===== src/rtl/rc4_pkg.sv =====
`timescale 1ns / 1ps
// ----------------------------------------------------------------------------
// rc4 package
// shared constants, codes and controller/datapath interface types
// ----------------------------------------------------------------------------
package rc4_pkg;

  localparam int unsigned TableDepth = 256;
  localparam int unsigned ByteW      = 8;
  localparam int unsigned AddrW      = $clog2(TableDepth);
  localparam int unsigned LenW       = AddrW + 1;

  localparam logic [LenW-1:0] LenFull = LenW'(TableDepth);

  // operation codes carried by op_i
  typedef enum logic [1:0] {
    OP_LOAD_KEY = 2'd0,
    OP_SCHEDULE = 2'd1,
    OP_CIPHER   = 2'd2
  } op_e;

  typedef enum logic [3:0] {
    ST_IDLE,
    ST_FILL,
    ST_KS_RD,
    ST_KS_J,
    ST_KS_W1,
    ST_KS_W2,
    ST_D_RD,
    ST_D_J,
    ST_D_W1,
    ST_D_W2,
    ST_D_FIN
  } state_e;

  // controller to datapath
  typedef struct packed {
    logic key_wr;
    logic sched_start;
    logic data_start;
    logic fill_step;
    logic ks_read;
    logic ks_jupd;
    logic ks_w1;
    logic ks_w2;
    logic d_read;
    logic d_jupd;
    logic d_w1;
    logic d_w2;
    logic d_hold;
    logic out_load;
    logic idx_clear;
  } cmd_t;

  // datapath to controller
  typedef struct packed {
    logic n_last;
    logic out_full;
  } sts_t;

endpackage


===== src/rtl/rc4_ctrl.sv =====
`timescale 1ns / 1ps
// ----------------------------------------------------------------------------
// rc4 controller
// sequences key loads, the key schedule and per-byte cipher steps
// ----------------------------------------------------------------------------
module rc4_ctrl
  import rc4_pkg::*;
(
  input  logic       clk_i,
  input  logic       rst_ni,
  input  logic       in_valid_i,
  input  logic [1:0] op_i,
  input  sts_t       sts_i,
  output logic       in_stall_o,
  output cmd_t       cmd_o
);

  state_e state_q, state_d;
  logic   accept;

  assign in_stall_o = (state_q != ST_IDLE);
  assign accept     = in_valid_i && (state_q == ST_IDLE);

  always_ff @(posedge clk_i or negedge rst_ni) begin
    if (!rst_ni) begin
      state_q <= ST_IDLE;
    end else begin
      state_q <= state_d;
    end
  end

  always_comb begin
    state_d = state_q;
    cmd_o   = '0;
    unique case (state_q)
      ST_IDLE: begin
        if (accept) begin
          case (op_e'(op_i))
            OP_LOAD_KEY: cmd_o.key_wr = 1'b1;
            OP_SCHEDULE: begin
              cmd_o.sched_start = 1'b1;
              state_d           = ST_FILL;
            end
            OP_CIPHER: begin
              cmd_o.data_start = 1'b1;
              state_d          = ST_D_RD;
            end
            default: ;
          endcase
        end
      end
      ST_FILL: begin
        cmd_o.fill_step = 1'b1;
        if (sts_i.n_last) begin
          state_d = ST_KS_RD;
        end
      end
      ST_KS_RD: begin
        cmd_o.ks_read = 1'b1;
        state_d       = ST_KS_J;
      end
      ST_KS_J: begin
        cmd_o.ks_jupd = 1'b1;
        state_d       = ST_KS_W1;
      end
      ST_KS_W1: begin
        cmd_o.ks_w1 = 1'b1;
        state_d     = ST_KS_W2;
      end
      ST_KS_W2: begin
        cmd_o.ks_w2 = 1'b1;
        if (sts_i.n_last) begin
          cmd_o.idx_clear = 1'b1;
          state_d         = ST_IDLE;
        end else begin
          state_d = ST_KS_RD;
        end
      end
      ST_D_RD: begin
        cmd_o.d_read = 1'b1;
        state_d      = ST_D_J;
      end
      ST_D_J: begin
        cmd_o.d_jupd = 1'b1;
        state_d      = ST_D_W1;
      end
      ST_D_W1: begin
        cmd_o.d_w1 = 1'b1;
        state_d    = ST_D_W2;
      end
      ST_D_W2: begin
        cmd_o.d_w2 = 1'b1;
        state_d    = ST_D_FIN;
      end
      ST_D_FIN: begin
        cmd_o.d_hold = 1'b1;
        if (!sts_i.out_full) begin
          cmd_o.out_load = 1'b1;
          state_d        = ST_IDLE;
        end
      end
      default: state_d = ST_IDLE;
    endcase
  end

endmodule


===== config.mk =====
export PLATFORM = sky130hd
export DESIGN_NAME = rc4_ctrl
export DESIGN_NICKNAME = d
export VERILOG_FILES = /design/src/rtl/rc4_pkg.sv /design/src/rtl/rc4_ctrl.sv
export SDC_FILE = /design/constraint.sdc
export NUM_CORES = 1
export LEC_CHECK = 0
export BUFFER_PORTS_ARGS = -buffer_cell sky130_fd_sc_hd__buf_2
export CORE_AREA = 2 2 39 41
export DETAILED_ROUTE_END_ITERATION = 10
export DIE_AREA = 0 0 41 43
export GPL_TIMING_DRIVEN = 0
export SYNTH_ARGS = -nofsm -noshare
export SYNTH_HDL_FRONTEND = slang
export SYNTH_SLANG_ARGS = --single-unit

===== constraint.sdc =====
create_clock -name clk_i -period 1.35 [get_ports clk_i]
set_input_delay 0.2025 -clock clk_i [delete_from_list [all_inputs] [get_ports clk_i]]
set_output_delay 0.2025 -clock clk_i [all_outputs]
set_load 0.02 [all_outputs]

==> out/results.env <==
ENDPOINTS_FAILING_HOLD=0
DRT_ITER0_DRC=5
GRT_PASS1_WL_MM=1.90
LAYOUT.AREA.SEQ_UM2=101
HTREE_LEVELS=1
INITIAL_UTILIZATION=0.292
FLOORPLAN.CORE_AREA_UM2=1380
MOST-COMMON-LAYOUT-CELLS='buf_6 (12), buf_4 (12), buf_2 (8)'
LAYOUT.CORE_UTILIZATION=0.652
FINISH.NET_COUNT=98
NUMBER_OF_ANTENNA_VIOLATIONS_AT_THE_FIRST_CHECK_IN_GLOBAL_ROUTING=0
PLACE.DETAILED.HPWL_UM=824
CTS_BUFFERS=3
CLOCKPOWERSHARE=0.064
LARGEST_REGISTERS='state_q x4'
INTERNAL-POWER_mW=1.21
FLOORPLAN.DIE_AREA_UM2=1760
P_LEAK_nW=0.403
POSTSYNTHREGISTERBITS=4
CLOCK_SINK_COUNT=4
CRITICAL_PATH_CLASS='register to output port'
DRIVE_ABOVE_1_SHARE=0.708
GP_CONGESTION=0.713
NUMBER_OF_I_O_PORT_BUFFERS=22
X_DIMENSION_OF_THE_DIE_UM=41
LARGEST_REGISTER_FF_COUNT=4
TRITONCTS='yes'
POSTSYNTHAREAPERCELL_UM2=7.63
PIN_COUNT_OF_THE_BIGGEST_NET_ENTERING_GLOBAL_ROUTING=11
MAX_FREQ_GHz=0.554
ANTENNA_VIOLATING_NETS_POST_ROUTE=0
CATEGORY_OF_THE_WORST_SETUP_PATH_LAUNCH_POINT='register'
DIODES=0
SYNTH.YOSYS.SEQ_AREA_SHARE=0.248
DETAIL_ROUTE.DRC_VIOLATIONS=0
ROUTED-VIA-COUNT=539
WORSTMARGINPINSLEW_PS=289
SETUP_SLACK_PS=-457
POWER_DENSITY_nW_PER_UM2=2430
NET-SWITCHING-POWER_uW=990
SYNTH.YOSYS.WARNINGS=0
CTS.CLK_SLEW.WORST_PATHS_PS=40
FIN_WORST_SKEW_PS=1.72
SYNTH_FP_NETS=60
ROUTE.DETAILED.VIAS_PER_INST=5.13
WORST-PATH-MAX-FANOUT=3
FINAL.PERIOD_UTILIZATION=1.34
GRT_OVERALL_USAGE=0.152
GR-TOTAL-OVERFLOW=0
FLOORPLAN.ROWS=14
REGISTERS.TOP_BY_FF_COUNT='state_q'
CLK_BUF_DEPTH=2
AREA_DELTA_SYNTH_FINAL_PCT=123
DIE_HEIGHT_UM=43
STATUS='complete, but fails checks'
POST_SYNTH_INST_COUNT=53
TIMING.FINAL.MAX_SLEW_VIOLATIONS=0
CP_DATA_REQUIRED_TIME_PS=1150
MAXCAPVIOLCOUNT=0
WHS_PS=304
SHARE_SEQ_OF_TOTAL_POWER=0.116
CRIT_PATH_END_KIND='output port'
DRTPASS1ITERATIONS=3
IRDROPWORSTVDD_mV=0.890
FILLER_CELL_COUNT=110
IOPINCOUNT=23
PWR-SHARE-COMB=0.820
REPORT.FINAL.SETUP_VIOL=16
DRT-TOTAL-WL_MM=1.59
TYPE_OF_THE_WORST_MIN_DELAY_PATH='primary input to asynchronous set/reset pin'
AVGROUTEDWIREPERCELL_UM=15.2
POST_SYNTH_INSTANCE_AREA_UM2=404
WORST-ENDPOINT-ARRIVAL_PS=1600
FAILED_CHECKS='negative setup slack'
ROOT_BUFFER='clkbuf_4'
WORSTSKEWPAIRLATENCY_PS=230
WORST_SLEW_MARGIN_REL=0.807
FINALWORSTPATHREQUIREDPERIOD_PS=1810
SWITCHING_SHARE=0.451
MULTIINPUTGATEAREA_UM2=414
SETUP_REPAIR_AFTER_GLOBAL_ROUTING_MISSED_ITS_MARGIN='yes'
SYNTH.LIB_CELLS_USED.DISTINCT=24
NUMBER_OF_GLOBAL_ROUTE_VIAS_BEFORE_REPAIR=471
==> path summary, 6_finish.rpt <==
path                               to       start  cells after the start  slack (ps)
max reg2reg                state_q[0]  state_q[1]                      6          40
min in group clk_i         state_q[1]  in_valid_i                      3         310
min reg2reg                state_q[2]  state_q[2]                      3         740
max                         cmd_o[13]  state_q[1]                      4        -460
min                        state_q[3]      rst_ni                      2         300
max in group asynchronous  state_q[2]      rst_ni                      2         920
==> power by group through the flow <==
stage | logic [mW] | clock network, mW | registers (mW)
floorplan | 0.711 | 0 | 0.232
global placement | 0.937 | 0 | 0.250
detailed placement | 0.939 | 0 | 0.248
CTS | 1.29 | 0.147 | 0.228
global route | 1.91 | 0.162 | 0.261
finish | 1.80 | 0.141 | 0.255
==> metal layers <==
metal,part of all wire,routed length [µm],vias to the layer above,GRT usage
met5,0,0,-,0
met4,0,0,0,0.0200
met3,0.036,57,0,0.0471
met2,0.58,923,20,0.259
met1,0.38,613,250,0.183
li1,-,-,269,-
==> cell families after synthesis <==
kind of cell,Yosys count,synth area share
simple gates,33,0.492
compound gates,11,0.198
flops,4,0.248
buf+inv,4,0.0402
xor+xnor,1,0.0217
==> stage by stage <==
step | area [µm²] | setup slack, ps | cells | power, mW | TNS (ps)
floorplan | 430 | -268 | 53 | 0.943 | -610
global placement | 561 | -299 | 91 | 1.19 | -878
detailed placement | 561 | -293 | 91 | 1.19 | -922
CTS | 728 | -441 | 98 | 1.66 | -2280
global route | 902 | -503 | 105 | 2.34 | -4680
finish | 902 | -457 | 105 | 2.20 | -3840
==> cells in the mapped netlist <==
library cell	n	share of area
nand2b_1	7	0.11
nor3b_1	1	0.019
o21a_1	1	0.019
nand3b_1	3	0.056
o2bb2ai_1	1	0.022
a22oi_1	1	0.019
and2_1	1	0.015
clkbuf_1	3	0.028
dfrtp_1	4	0.25
or4_4	1	0.028
nor2_1	8	0.074
a2111oi_0	1	0.022
a2bb2oi_1	1	0.022
o21ai_0	1	0.012
xor2_1	1	0.022
buf_2	1	0.012
nor4b_2	1	0.037
nor3_1	8	0.099
or2_2	1	0.015
nand2_1	1	0.0093
and4bb_2	1	0.031
o21ba_2	1	0.025
a21oi_1	3	0.037
o31a_1	1	0.022
==> area by class of cell <==
| type | count | area share |
|---|---|---|
| multi-input combinational | 45 | 0.459 |
| timing repair buffer | 33 | 0.327 |
| tap | 16 | 0.0222 |
| buffer | 4 | 0.0541 |
| sequential | 4 | 0.112 |
| clock buffer | 3 | 0.0250 |
==> critical path, stage by stage (launching register included) <==
cell     delay [ps]
dfrtp_1         380
or4_4           580
buf_4           160
nor2_1          100
buf_4           150
==> repair_timing <==
| action | CTS | global route |
|---|---|---|
| hold endpoints to repair | 4 | 0 |
| gates resized for setup | 33 | 29 |
| hold buffers | 1 | 0 |
| cloned | 0 | 1 |
| buffers inserted | 3 | 6 |
| pin swaps | 5 | 4 |
| endpoints found under the setup margin | 16 | 17 |
Note: power is estimated with default switching activity, not from simulation.
